--- src/sv/r16ie_pkg.sv ---
// ----------------------------------------------------------------------------
// r16ie_pkg
// Types, opcodes and constants of the 16-bit RISC instruction executor.
// ----------------------------------------------------------------------------
package r16ie_pkg;

    localparam int MEM_ADDR_BITS = 16;
    localparam int REG_COUNT     = 32;
    localparam int REG_IDX_W     = 5;
    localparam int DATA_W        = 16;

    localparam logic [REG_IDX_W-1:0] SP_REG   = 5'd29;
    localparam logic [REG_IDX_W-1:0] LINK_REG = 5'd31;
    localparam logic [REG_IDX_W-1:0] ZERO_REG = 5'd0;

    localparam logic [DATA_W-1:0] STACK_INIT_RESET = 16'h3400;
    localparam logic [DATA_W-1:0] PC_STEP          = 16'd4;

    typedef enum logic [4:0] {
        OP_ORI    = 5'd0,
        OP_ADDI   = 5'd1,
        OP_BEQ    = 5'd2,
        OP_BNE    = 5'd3,
        OP_SB     = 5'd4,
        OP_LBU    = 5'd5,
        OP_JAL    = 5'd6,
        OP_LW     = 5'd7,
        OP_SW     = 5'd8,
        OP_J      = 5'd9,
        OP_NOR    = 5'd10,
        OP_SLT    = 5'd11,
        OP_SLL    = 5'd12,
        OP_SRA    = 5'd13,
        OP_JR     = 5'd14,
        OP_SRL    = 5'd15,
        OP_OR     = 5'd16,
        OP_SUB    = 5'd17,
        OP_ADD    = 5'd18,
        OP_AND    = 5'd19,
        OP_SET_PC = 5'd20
    } op_t;

    // Input beat, last field in the low bits
    typedef struct packed {
        logic [DATA_W-1:0]    imm_value;
        logic [3:0]           shift_amount;
        logic [REG_IDX_W-1:0] dst_c;
        logic [REG_IDX_W-1:0] src_b;
        logic [REG_IDX_W-1:0] src_a;
        op_t                  op;
    } inst_t;

    // Result beat, last field in the low bits
    typedef struct packed {
        logic                 halted;
        logic                 bad_op;
        logic [DATA_W-1:0]    written_value;
        logic [REG_IDX_W-1:0] dest_index;
        logic                 reg_written;
        logic [DATA_W-1:0]    next_pc;
    } res_t;

    localparam int IN_W  = $bits(inst_t);
    localparam int OUT_W = $bits(res_t);

    // Register file write request
    typedef struct packed {
        logic                 en;
        logic [REG_IDX_W-1:0] idx;
        logic [DATA_W-1:0]    data;
    } rf_wr_t;

    // Data memory request
    typedef struct packed {
        logic                     wr_byte;
        logic                     wr_word;
        logic [MEM_ADDR_BITS-1:0] addr;
        logic [DATA_W-1:0]        data;
    } dmem_req_t;

    // Second stage: result plus pending load kind
    typedef struct packed {
        logic ld_byte;
        logic ld_word;
        res_t res;
    } s2_t;

endpackage

--- src/sv/r16ie_ram.sv ---
// ----------------------------------------------------------------------------
// r16ie_ram
// Generic simple dual-port RAM, one write and one registered read port.
// ----------------------------------------------------------------------------
module r16ie_ram #(
    parameter  int WIDTH  = 8,
    parameter  int DEPTH  = 256,
    localparam int ADDR_W = (DEPTH > 1) ? $clog2(DEPTH) : 1
) (
    input  logic              clk,
    input  logic              we,
    input  logic [ADDR_W-1:0] waddr,
    input  logic [WIDTH-1:0]  wdata,
    input  logic              re,
    input  logic [ADDR_W-1:0] raddr,
    output logic [WIDTH-1:0]  rdata
);

    logic [WIDTH-1:0] mem_reg [DEPTH];
    logic [WIDTH-1:0] rdata_reg;

    // Write port
    always_ff @(posedge clk)
    begin
        if (we)
        begin
            mem_reg[waddr] <= wdata;
        end
    end

    // Read port, data held while re is low
    always_ff @(posedge clk)
    begin
        if (re)
        begin
            rdata_reg <= mem_reg[raddr];
        end
    end

    assign rdata = rdata_reg;

endmodule

--- src/sv/r16ie_regfile.sv ---
// ----------------------------------------------------------------------------
// r16ie_regfile
// Two-read, one-write register file on two RAM copies with valid bits.
// ----------------------------------------------------------------------------
module r16ie_regfile (
    input  logic                               clk,
    input  logic                               rst_n,
    input  logic                               re,
    input  logic [r16ie_pkg::REG_IDX_W-1:0]    ra_idx,
    input  logic [r16ie_pkg::REG_IDX_W-1:0]    rb_idx,
    input  r16ie_pkg::rf_wr_t                  wr,
    input  logic                               cfg_we,
    input  logic [r16ie_pkg::DATA_W-1:0]       cfg_data,
    output logic [r16ie_pkg::DATA_W-1:0]       a_data,
    output logic [r16ie_pkg::DATA_W-1:0]       b_data
);

    logic [r16ie_pkg::REG_COUNT-1:0]    valid_reg;
    logic [r16ie_pkg::REG_COUNT-1:0]    valid_next;
    logic [r16ie_pkg::DATA_W-1:0]       stack_init_reg;
    r16ie_pkg::rf_wr_t                  last_wr_reg;
    r16ie_pkg::rf_wr_t                  last_wr_next;
    logic [r16ie_pkg::REG_IDX_W-1:0]    ra_idx_reg;
    logic [r16ie_pkg::REG_IDX_W-1:0]    rb_idx_reg;
    logic [r16ie_pkg::DATA_W-1:0]       ram_a;
    logic [r16ie_pkg::DATA_W-1:0]       ram_b;

    // Two copies keep both read ports independent
    r16ie_ram #(
        .WIDTH (r16ie_pkg::DATA_W),
        .DEPTH (r16ie_pkg::REG_COUNT)
    ) u_ram_a (
        .clk   (clk),
        .we    (wr.en),
        .waddr (wr.idx),
        .wdata (wr.data),
        .re    (re),
        .raddr (ra_idx),
        .rdata (ram_a)
    );

    r16ie_ram #(
        .WIDTH (r16ie_pkg::DATA_W),
        .DEPTH (r16ie_pkg::REG_COUNT)
    ) u_ram_b (
        .clk   (clk),
        .we    (wr.en),
        .waddr (wr.idx),
        .wdata (wr.data),
        .re    (re),
        .raddr (rb_idx),
        .rdata (ram_b)
    );

    // Resolve one read: same-edge write, then written entry, then reset value
    function automatic logic [r16ie_pkg::DATA_W-1:0] resolve(
        input logic [r16ie_pkg::REG_IDX_W-1:0] idx,
        input logic [r16ie_pkg::DATA_W-1:0]    ram_q,
        input r16ie_pkg::rf_wr_t               lw,
        input logic [r16ie_pkg::REG_COUNT-1:0] vld,
        input logic [r16ie_pkg::DATA_W-1:0]    sp_init
    );
        logic [r16ie_pkg::DATA_W-1:0] v;
        if (lw.en && (lw.idx == idx))
        begin
            v = lw.data;
        end
        else if (vld[idx])
        begin
            v = ram_q;
        end
        else if (idx == r16ie_pkg::SP_REG)
        begin
            v = sp_init;
        end
        else
        begin
            v = '0;
        end
        return v;
    endfunction

    assign a_data = resolve(ra_idx_reg, ram_a, last_wr_reg, valid_reg, stack_init_reg);
    assign b_data = resolve(rb_idx_reg, ram_b, last_wr_reg, valid_reg, stack_init_reg);

    // Mark written entries, drop the stack pointer entry on a config write
    always_comb
    begin
        valid_next   = valid_reg;
        last_wr_next = last_wr_reg;
        if (re)
        begin
            last_wr_next = wr;
        end
        if (wr.en)
        begin
            valid_next[wr.idx] = 1'b1;
        end
        if (cfg_we)
        begin
            valid_next[r16ie_pkg::SP_REG] = 1'b0;
            last_wr_next.en               = 1'b0;
        end
    end

    // Control state
    always_ff @(posedge clk or negedge rst_n)
    begin
        if (!rst_n)
        begin
            valid_reg      <= '0;
            last_wr_reg    <= '0;
            stack_init_reg <= r16ie_pkg::STACK_INIT_RESET;
        end
        else
        begin
            valid_reg   <= valid_next;
            last_wr_reg <= last_wr_next;
            if (cfg_we)
            begin
                stack_init_reg <= cfg_data;
            end
        end
    end

    // Hold the read indices alongside the RAM data
    always_ff @(posedge clk)
    begin
        if (re)
        begin
            ra_idx_reg <= ra_idx;
            rb_idx_reg <= rb_idx;
        end
    end

endmodule

--- config.mk ---
export PLATFORM = sky130hd
export DESIGN_NAME = r16ie_regfile
export DESIGN_NICKNAME = d
export VERILOG_FILES = /design/src/sv/r16ie_pkg.sv /design/src/sv/r16ie_ram.sv /design/src/sv/r16ie_regfile.sv
export SDC_FILE = /design/constraint.sdc
export NUM_CORES = 1
export LEC_CHECK = 0
export ABC_CLOCK_PERIOD_IN_PS = 2400
export BUFFER_PORTS_ARGS = -buffer_cell sky130_fd_sc_hd__buf_2
export CAP_MARGIN = 20
export CORE_MARGIN = 3
export CORE_UTILIZATION = 40
export DETAILED_ROUTE_END_ITERATION = 7
export PLACE_DENSITY = 0.64
export SETUP_SLACK_MARGIN = 0.5
export SLEW_MARGIN = 20
export SYNTH_ARGS = -nofsm -noshare
export SYNTH_HDL_FRONTEND = slang
export SYNTH_SLANG_ARGS = --single-unit
--- constraint.sdc ---
create_clock -name clk -period 2.4 [get_ports clk]
set_input_delay 0.36 -clock clk [delete_from_list [all_inputs] [get_ports clk]]
set_output_delay 0.36 -clock clk [all_outputs]
set_load 0.03 [all_outputs]
==> out/summary.log, run 1 <==
INFO  setup_path     worstPathArrival=2.82ns
INFO  floorplanning  fp.dieW=273µm
INFO  sta            grt_setup_unrepaired=true
INFO  worst_hold_path hold_path.startpoint=cfg_data[2]
INFO  floorplanning  floorplan.die_area=74,800µm²
INFO  sta            fin_worst_hold_slack=0.0242ns
INFO  run_status     outcome=finished, violations left
INFO  power          share_seq_of_total_power=47.4%
INFO  cts            clock_insertion_delay_worst_skew=0.61ns
INFO  placed_design  detailed_place_hpwl=53,200µm
INFO  synthesis      yosysWarnings=0
INFO  floorplanning  start_util=40.7%
INFO  sta            worst_slew_pin_slew=0.689ns
INFO  worst_hold_path hold_class=input port to register
INFO  drt            route.detailed.vias_per_inst=6.24
INFO  finish         design.final.nets=1,667
INFO  setup_path     required=2.04ns
INFO  drt            num_vias=16,300
INFO  sta            timing.final.ws_setup=-0.782ns
INFO  setup_path     timing.setup.critical_path_class=register to output port
INFO  finish         syn_to_final_growth=23.0%
INFO  drt            first_iter_violations=2,205
INFO  sta            final_setup_violation_count=32
INFO  setup_path     crit_path_start_kind=register
INFO  synthesis      postSynthAreaPerCell=20.8µm²
INFO  floorplanning  row_count=97
INFO  cts            clkSlewWorstSetupHoldPaths=0.06ns
INFO  finish         final_cell_mix=554 x sky130_fd_sc_hd__edfxtp_1, 320 x sky130_fd_sc_hd__mux4_2, 104 x sky130_fd_sc_hd__buf_4, 72 x sky130_fd_sc_hd__clkbuf_16, 67 x sky130_fd_sc_hd__dfrtp_1
INFO  floorplanning  fp.dieH=273µm
INFO  synthesis      synthCells=1,374
INFO  power          power.switching_fraction=23.4%
INFO  drt            remaining_drc_errors=0
INFO  global_route   grt.overflow.total=0
INFO  cts            cts_tree=yes
INFO  drt            final_antenna_net_count=0
INFO  power          leakage=11.8nW
INFO  sta            finalCritPeriodShare=133%
INFO  synthesis      yosysUniqueCellTypes=32
INFO  synthesis      number_of_nets_in_the_synthesized_netlist=1,426
INFO  finish         post_route_cells_drive_above_1_share=51.0%
INFO  setup_path     rr_endpoint=u_ram_b.rdata[3]$_DFFE_PP_
INFO  synthesis      ys_async_sr_fraction=11.2%
INFO  synthesis      synth_top_cell_area_share=58.1%
INFO  power          peakVddDrop=521µV
INFO  cts            clock_sink_count=624
INFO  worst_hold_path timing.hold.worst_endpoint=stack_init_reg[2]$_DFFE_PN0P_
INFO  placed_design  gp_congestion=0.912
INFO  cts            htreeDepth=3
INFO  run_status     failed_checks=negative setup slack
INFO  finish         num-fill-cells=5,655
INFO  setup_path     critical_path.reg2reg.startpoint=u_ram_b.mem_reg[13][3]$_DFFE_PP_
INFO  sta            fin_skew=0.0214ns
INFO  synthesis      yosys-top-cells-area=sky130_fd_sc_hd__edfxtp_1 58%, sky130_fd_sc_hd__mux4_2 25%, sky130_fd_sc_hd__dfrtp_1 5.9%, sky130_fd_sc_hd__mux2_2 2.7%, sky130_fd_sc_hd__mux2i_1 1.2%
INFO  finish         utilization=50.0%
INFO  synthesis      synth.cell_area=28,600µm²
INFO  placed_design  dp_worst_setup_slack=-0.247ns
INFO  cts            cts_root_buffer=sky130_fd_sc_hd__clkbuf_16
INFO  power          powerDensity=749nW/µm²
INFO  floorplanning  boundaryPins=84
INFO  setup_path     crit_path_max_fanout=7
INFO  floorplanning  coreArea=70,400µm²
INFO  synthesis      synth_flop_cell=sky130_fd_sc_hd__edfxtp_1
INFO  global_route   largest_net_degree_at_the_start_of_global_routing=71
INFO  global_route   groute.usage.overall=22.8%
INFO  synthesis      count_of_flip_flops_with_a_built_in_enable_after_synthesis=554
INFO  drt            drt_first_pass_iters=5
INFO  sta            max_freq=0.314GHz
INFO  finish         largest_register_ffs=496
INFO  setup_path     cp-end-kind=output port
INFO  global_route   grt_pass1_wl=121,000µm
INFO  placed_design  placement.io_buffers=83
INFO  run            number_of_maximum_capacitance_violations=0
INFO  setup_path     r2r_setup_slack=0.41ns
INFO  sta            finalMaxSlewViolations=0
INFO  power          finalPower=26.4mW
INFO  sta            finalCriticalPeriod=3.18ns
INFO  power          switchingPower=6.15mW
INFO  sta            worst_slew_margin_rel=54.1%
INFO  drt            drt-wirelength-per-cell=32.3µm
INFO  cts            max-clock-path-buffers=3
INFO  power          internal_power=20.2mW
INFO  cts            cts-buffers-inserted=67
INFO  power          share_clk_of_total_power=40.0%
INFO  finish         layout_commonest_cell=sky130_fd_sc_hd__edfxtp_1
INFO  drt            wirelength=84,400µm
INFO  synthesis      post-synth-top-area-cell=sky130_fd_sc_hd__edfxtp_1
INFO  worst_hold_path whs_path_depth=2
INFO  synthesis      ff_latch_count_synth=624
INFO  power          p_comb_share=12.6%
INFO  sta            final_hold_violation_count=0
INFO  synthesis      synth_sequential_area_ratio=64.3%
INFO  global_route   first_global_vias=16,800
INFO  setup_path     reg2reg_depth=3
INFO  global_route   number_of_antenna_violations_at_the_first_check_in_global_routing=9
## area by class of cell
cell class | count | area [µm²] | share of cell area, %
well taps | 940 | 1180 | 3.34
multi-input cells | 621 | 10400 | 29.6
diodes | 3 | 7.51 | 0.0213
repair buffers | 265 | 2850 | 8.09
clock inverters | 34 | 363 | 1.03
clock buffers | 87 | 1870 | 5.30
inverters | 36 | 135 | 0.384
flip-flops and latches | 624 | 18400 | 52.2
## layer usage
metal	share of wire [%]	wire, µm	up-vias	GRT usage, %
li1	-	-	6450	-
met1	39	32900	8769	31.8
met2	49	41100	915	36.6
met3	9.5	8010	152	4.46
met4	2.8	2380	0	6.94
met5	0	0	-	0
## synth_stat cells, drive strengths merged (5+ instances only)
cell type	number
mux4	320
mux2i	33
clkbuf	33
nand2	7
inv	36
edfxtp	554
nor2	40
mux2	69
o31ai	32
dfrtp	67
a22oi	16
a32oi	32
nand3b	5
or2	31
buf	60
xnor2	10
## logic make-up (layout without fill, tap and decap cells)
| kind of cell | count (synthesis) | count (layout) | synth area share, % |
|---|---|---|---|
| flops | 624 | 624 | 64.3 |
| mux | 422 | 422 | 29.1 |
| buf+inv | 129 | 422 | 2.00 |
| simple gates | 99 | 99 | 1.81 |
| compound gates | 90 | 90 | 2.56 |
| xor+xnor | 10 | 10 | 0.306 |
| other cells | 0 | 3 | 0 |
## critical path, stage by stage, from the launching register on
cell and delay [ns]:
sky130_fd_sc_hd__edfxtp_1 0.44, sky130_fd_sc_hd__buf_6 0.16, sky130_fd_sc_hd__buf_16 0.14, sky130_fd_sc_hd__buf_6 0.12
sky130_fd_sc_hd__xnor2_2 0.11, sky130_fd_sc_hd__nand4_1 0.09, sky130_fd_sc_hd__nor2_1 0.06, sky130_fd_sc_hd__buf_4 0.16
sky130_fd_sc_hd__a31o_4 0.30, sky130_fd_sc_hd__buf_4 0.17, sky130_fd_sc_hd__o31ai_4 0.28, sky130_fd_sc_hd__buf_6 0.18
## stage by stage
step           setup TNS (ns)  instances  cell area (µm²)
6_report               -23.25       2610            35200
2_1_floorplan               0       1374            29600
5_1_grt                -26.41       2608            35200
3_5_place_dp            -7.47       2464            32100
4_1_cts                -23.34       2605            35100
3_3_place_gp            -6.93       2464            32100
## worst max-delay path by stage
stage / endpoint / cells after the start / from
after floorplan: b_data[10] / 8 / rb_idx_reg[0]$_DFFE_PP_
after global placement: a_data[4] / 7 / ra_idx_reg[0]$_DFFE_PP_
after CTS: a_data[7] / 11 / ra_idx_reg[0]$_DFFE_PP_
final: a_data[4] / 11 / ra_idx_reg[0]$_DFFE_PP_
after detailed placement: a_data[4] / 7 / ra_idx_reg[0]$_DFFE_PP_
after global routing: b_data[10] / 8 / rb_idx_reg[0]$_DFFE_PP_
## power groups by stage
stage	logic, mW	clock network [mW]	registers, mW
floorplan	2.00	0	12.6
global placement	2.96	0	12.7
detailed placement	3.00	0	12.7
CTS	3.29	10.7	12.5
global route	3.47	11.2	12.5
finish	3.32	10.5	12.5
## timing repair
item	in CTS	in global routing
hold endpoints to repair	80	0
gates cloned	2	1
pin swaps	24	4
endpoints found under the setup margin	58	64
hold buffers	14	0
setup buffers	4	1
gates resized for setup	124	11
(Power assumes the default switching activity.)
==> run 2: changes to the inputs <==
PLACE_DENSITY = default   (was 0.64)
PLACE_DENSITY_LB_ADDON = 0.1   (was default)
==> run 2 against run 1 <==
Effect of this change: the run still ends with negative setup slack left; cell area grew 0.29%; wire length grew 5.9%; sequential power is essentially flat; core utilization grew 0.15 points; cell count shrank 0.31%; setup slack gained 0.035 ns; worst hold slack gained 0.024 ns; critical path type unchanged; critical endpoint is now b_data[3].
==> out/summary.log, run 2 (same netlist as run 1, synthesis figures left out) <==
INFO  run_status     outcome=finished, violations left
INFO  run_status     failed_checks=negative setup slack
INFO  setup_path     crit_path_max_fanout=6 [-1]
INFO  sta            worst_slew_margin_rel=51.8% [-2.3 points]
INFO  run            number_of_maximum_capacitance_violations=0 [unchanged]
INFO  drt            wirelength=89,300µm [+5.9%]
INFO  setup_path     worstPathArrival=2.79ns [-0.03 ns]
INFO  sta            worst_slew_pin_slew=0.722ns [+0.0339 ns]
INFO  setup_path     crit_start=rb_idx_reg[0]$_DFFE_PP_
INFO  setup_path     critical_path.reg2reg.startpoint=u_ram_b.mem_reg[31][14]$_DFFE_PP_
INFO  setup_path     crit_chain=buf_6 > mux2i_1 > a22oi_1 > nand2_1 > a311o_2 > buf_12 > o31ai_4 > buf_6
INFO  global_route   groute.usage.overall=24.4% [+1.6 points]
INFO  cts            htreeDepth=3 [unchanged]
INFO  finish         largest_register_ffs=496 [unchanged]
INFO  floorplanning  floorplan.die_area=74,800µm² [unchanged]
INFO  setup_path     cpMaxStageDelayCell=sky130_fd_sc_hd__a311o_2
INFO  global_route   grt.met1_usage=34.1% [+2.3 points]
INFO  setup_path     worst_path_dominant_cell_family=compound AO/OA/AOI/OAI gates
INFO  finish         post_route_cells_drive_above_1_share=51.5% [+0.49 points]
INFO  power          powerDensity=743nW/µm² [-0.76%]
INFO  floorplanning  boundaryPins=84 [unchanged]
INFO  cts            cts-buffers-inserted=72 [+7.5%]
INFO  global_route   number_of_antenna_violations_at_the_first_check_in_global_routing=7 [-2]
INFO  finish         final_cell_mix=554 x sky130_fd_sc_hd__edfxtp_1, 320 x sky130_fd_sc_hd__mux4_2, 81 x sky130_fd_sc_hd__buf_4, 77 x sky130_fd_sc_hd__clkbuf_16, 67 x sky130_fd_sc_hd__dfrtp_1
INFO  finish         layout_commonest_cell=sky130_fd_sc_hd__edfxtp_1
INFO  sta            grt_setup_unrepaired=true
INFO  sta            finalMaxSlewViolations=0 [unchanged]
INFO  finish         utilization=50.2% [+0.15 points]
INFO  sta            max_freq=0.318GHz [+1.1%]
INFO  finish         num-fill-cells=5,691 [+0.64%]
INFO  sta            final_setup_violation_count=32 [unchanged]
INFO  power          peakVddDrop=556µV [+6.7%]
INFO  setup_path     crit_path_start_kind=register
INFO  global_route   grt_pass1_wl=126,000µm [+4.1%]
INFO  placed_design  dp_worst_setup_slack=-0.176ns [+0.0709 ns]
INFO  global_route   largest_net_degree_at_the_start_of_global_routing=65 [-8.5%]
INFO  global_route   grtUsageMet2=38.2% [+1.6 points]
INFO  cts            cts_tree=yes
INFO  setup_path     reg2reg_depth=3 [unchanged]
INFO  setup_path     cp-end-kind=output port
INFO  drt            final_antenna_net_count=0 [unchanged]
INFO  sta            fin_skew=0.0225ns [+0.00111 ns]
INFO  drt            route.detailed.vias_per_inst=6.11 [-2.2%]
INFO  cts            clock_insertion_delay_worst_skew=0.61ns [about the same]
INFO  global_route   grt_most_used_layer=met2
INFO  floorplanning  start_util=40.7% [unchanged]
INFO  setup_path     rr_endpoint=u_ram_b.rdata[14]$_DFFE_PP_
INFO  drt            drt_first_pass_iters=5 [unchanged]
INFO  cts            clock_sink_count=624 [unchanged]
INFO  finish         design.final.nets=1,654 [-0.78%]
INFO  setup_path     timing.setup.critical_path_class=register to output port
INFO  cts            cts_root_buffer=sky130_fd_sc_hd__clkbuf_16
INFO  global_route   gr-usage-met3=5.63% [+1.2 points]
INFO  sta            timing.final.ws_setup=-0.747ns [+0.0352 ns]
INFO  drt            remaining_drc_errors=0 [unchanged]
INFO  setup_path     critPathMaxStageDelay=0.49ns [+0.05 ns]
INFO  setup_path     worstPathBufferInverterCount=3 [-3]
INFO  cts            clkSlewWorstSetupHoldPaths=0.06ns [about the same]
INFO  floorplanning  row_count=97 [unchanged]
INFO  setup_path     r2r_setup_slack=0.42ns [about the same]
INFO  placed_design  gp_congestion=0.821 [-10%]
INFO  setup_path     critPathMostFrequentCell=sky130_fd_sc_hd__buf_6
INFO  drt            drt-wirelength-per-cell=34.3µm [+6.2%]
INFO  placed_design  placement.io_buffers=83 [unchanged]
INFO  placed_design  detailed_place_hpwl=55,300µm [+4.0%]
INFO  setup_path     crit_cells=8 [-3]
INFO  setup_path     required=2.04ns [about the same]
INFO  finish         syn_to_final_growth=23.4%
INFO  cts            max-clock-path-buffers=3 [unchanged]
INFO  drt            first_iter_violations=1,611 [-27%]
INFO  worst_hold_path hold_class=input port to register
INFO  global_route   grt.overflow.total=0 [unchanged]
INFO  drt            num_vias=15,900 [-2.4%]
INFO  finish         multi_input_area=10,600µm² [+1.9%]
INFO  finish         area.sequential=18,400µm² [unchanged]
INFO  floorplanning  fp.dieW=273µm [unchanged]
INFO  sta            finalCriticalPeriod=3.15ns [-0.0352 ns]
INFO  setup_path     critPathCapture=b_data[3]
INFO  global_route   first_global_vias=16,700 [-0.19%]
INFO  floorplanning  coreArea=70,400µm² [unchanged]
INFO  power          leakage=11.8nW [about the same]
INFO  sta            finalCritPeriodShare=131% [-1.5 points]
INFO  floorplanning  fp.dieH=273µm [unchanged]
INFO  sta            final_hold_violation_count=0 [unchanged]
-- run 2: metal layers --
layer	routed length, µm	vias up
met2	42400	667
li1	-	6437
met4	2570	4
met3	6740	137
met1	37500	8642
met5	30	-
-- run 2: through the flow --
stage / hold WS [ns] / total power [mW] / cells / cell area, µm² / TNS (ns)
2_1_floorplan: 0.0644 / 14.6 / 1374 / 29600 / 0
3_5_place_dp: 0.346 / 15.7 / 2444 / 32200 / -4.93
3_3_place_gp: 0.344 / 15.7 / 2444 / 32200 / -5.59
4_1_cts: 0.00587 / 26.5 / 2599 / 35200 / -22.04
5_1_grt: 0.0341 / 27.2 / 2600 / 35300 / -24.30
6_report: 0.0486 / 26.2 / 2602 / 35300 / -21.75
-- run 2: what timing repair did --
action	CTS	global route
endpoints found under the setup margin	56	64
endpoints found under the hold margin	39	0
resized for setup	130	27
pin swaps	28	7
setup buffers	5	0
cloned	2	0
hold buffers	17	0
-- run 2: worst reg2reg max path, cell delays in order, from the launching register on --
cell and delay, ns:
sky130_fd_sc_hd__edfxtp_1 0.38, sky130_fd_sc_hd__mux4_2 0.48, sky130_fd_sc_hd__mux4_2 0.55, sky130_fd_sc_hd__mux2_4 0.32
-- run 2: worst min path at each step --
stage | from | end | cells after the start
2_1_floorplan | rst_n | last_wr_reg[0]$_DFFE_PN0P_ | 0
3_3_place_gp | rst_n | last_wr_reg[10]$_DFFE_PN0P_ | 1
3_5_place_dp | rst_n | last_wr_reg[10]$_DFFE_PN0P_ | 1
4_1_cts | wr[17] | last_wr_reg[17]$_DFFE_PN0P_ | 2
5_1_grt | wr[17] | last_wr_reg[17]$_DFFE_PN0P_ | 2
6_report | wr[17] | last_wr_reg[17]$_DFFE_PN0P_ | 2
-- run 2: area by class of cell --
class | instances | share of cell area [%]
Clock buffer | 107 | 5.86
Clock inverter | 24 | 0.447
Tap cell | 940 | 3.33
Antenna cell | 3 | 0.0213
Timing Repair Buffer | 247 | 7.82
Sequential cell | 624 | 52.1
Multi-Input combinational cell | 621 | 30.1
Inverter | 36 | 0.383
-- run 2: report_power, final --
group	switching (mW)	leakage (nW)	internal [mW]
logic	1.69	4.90	1.63
registers	0.286	5.83	12.2
clock network	4.32	1.09	6.08
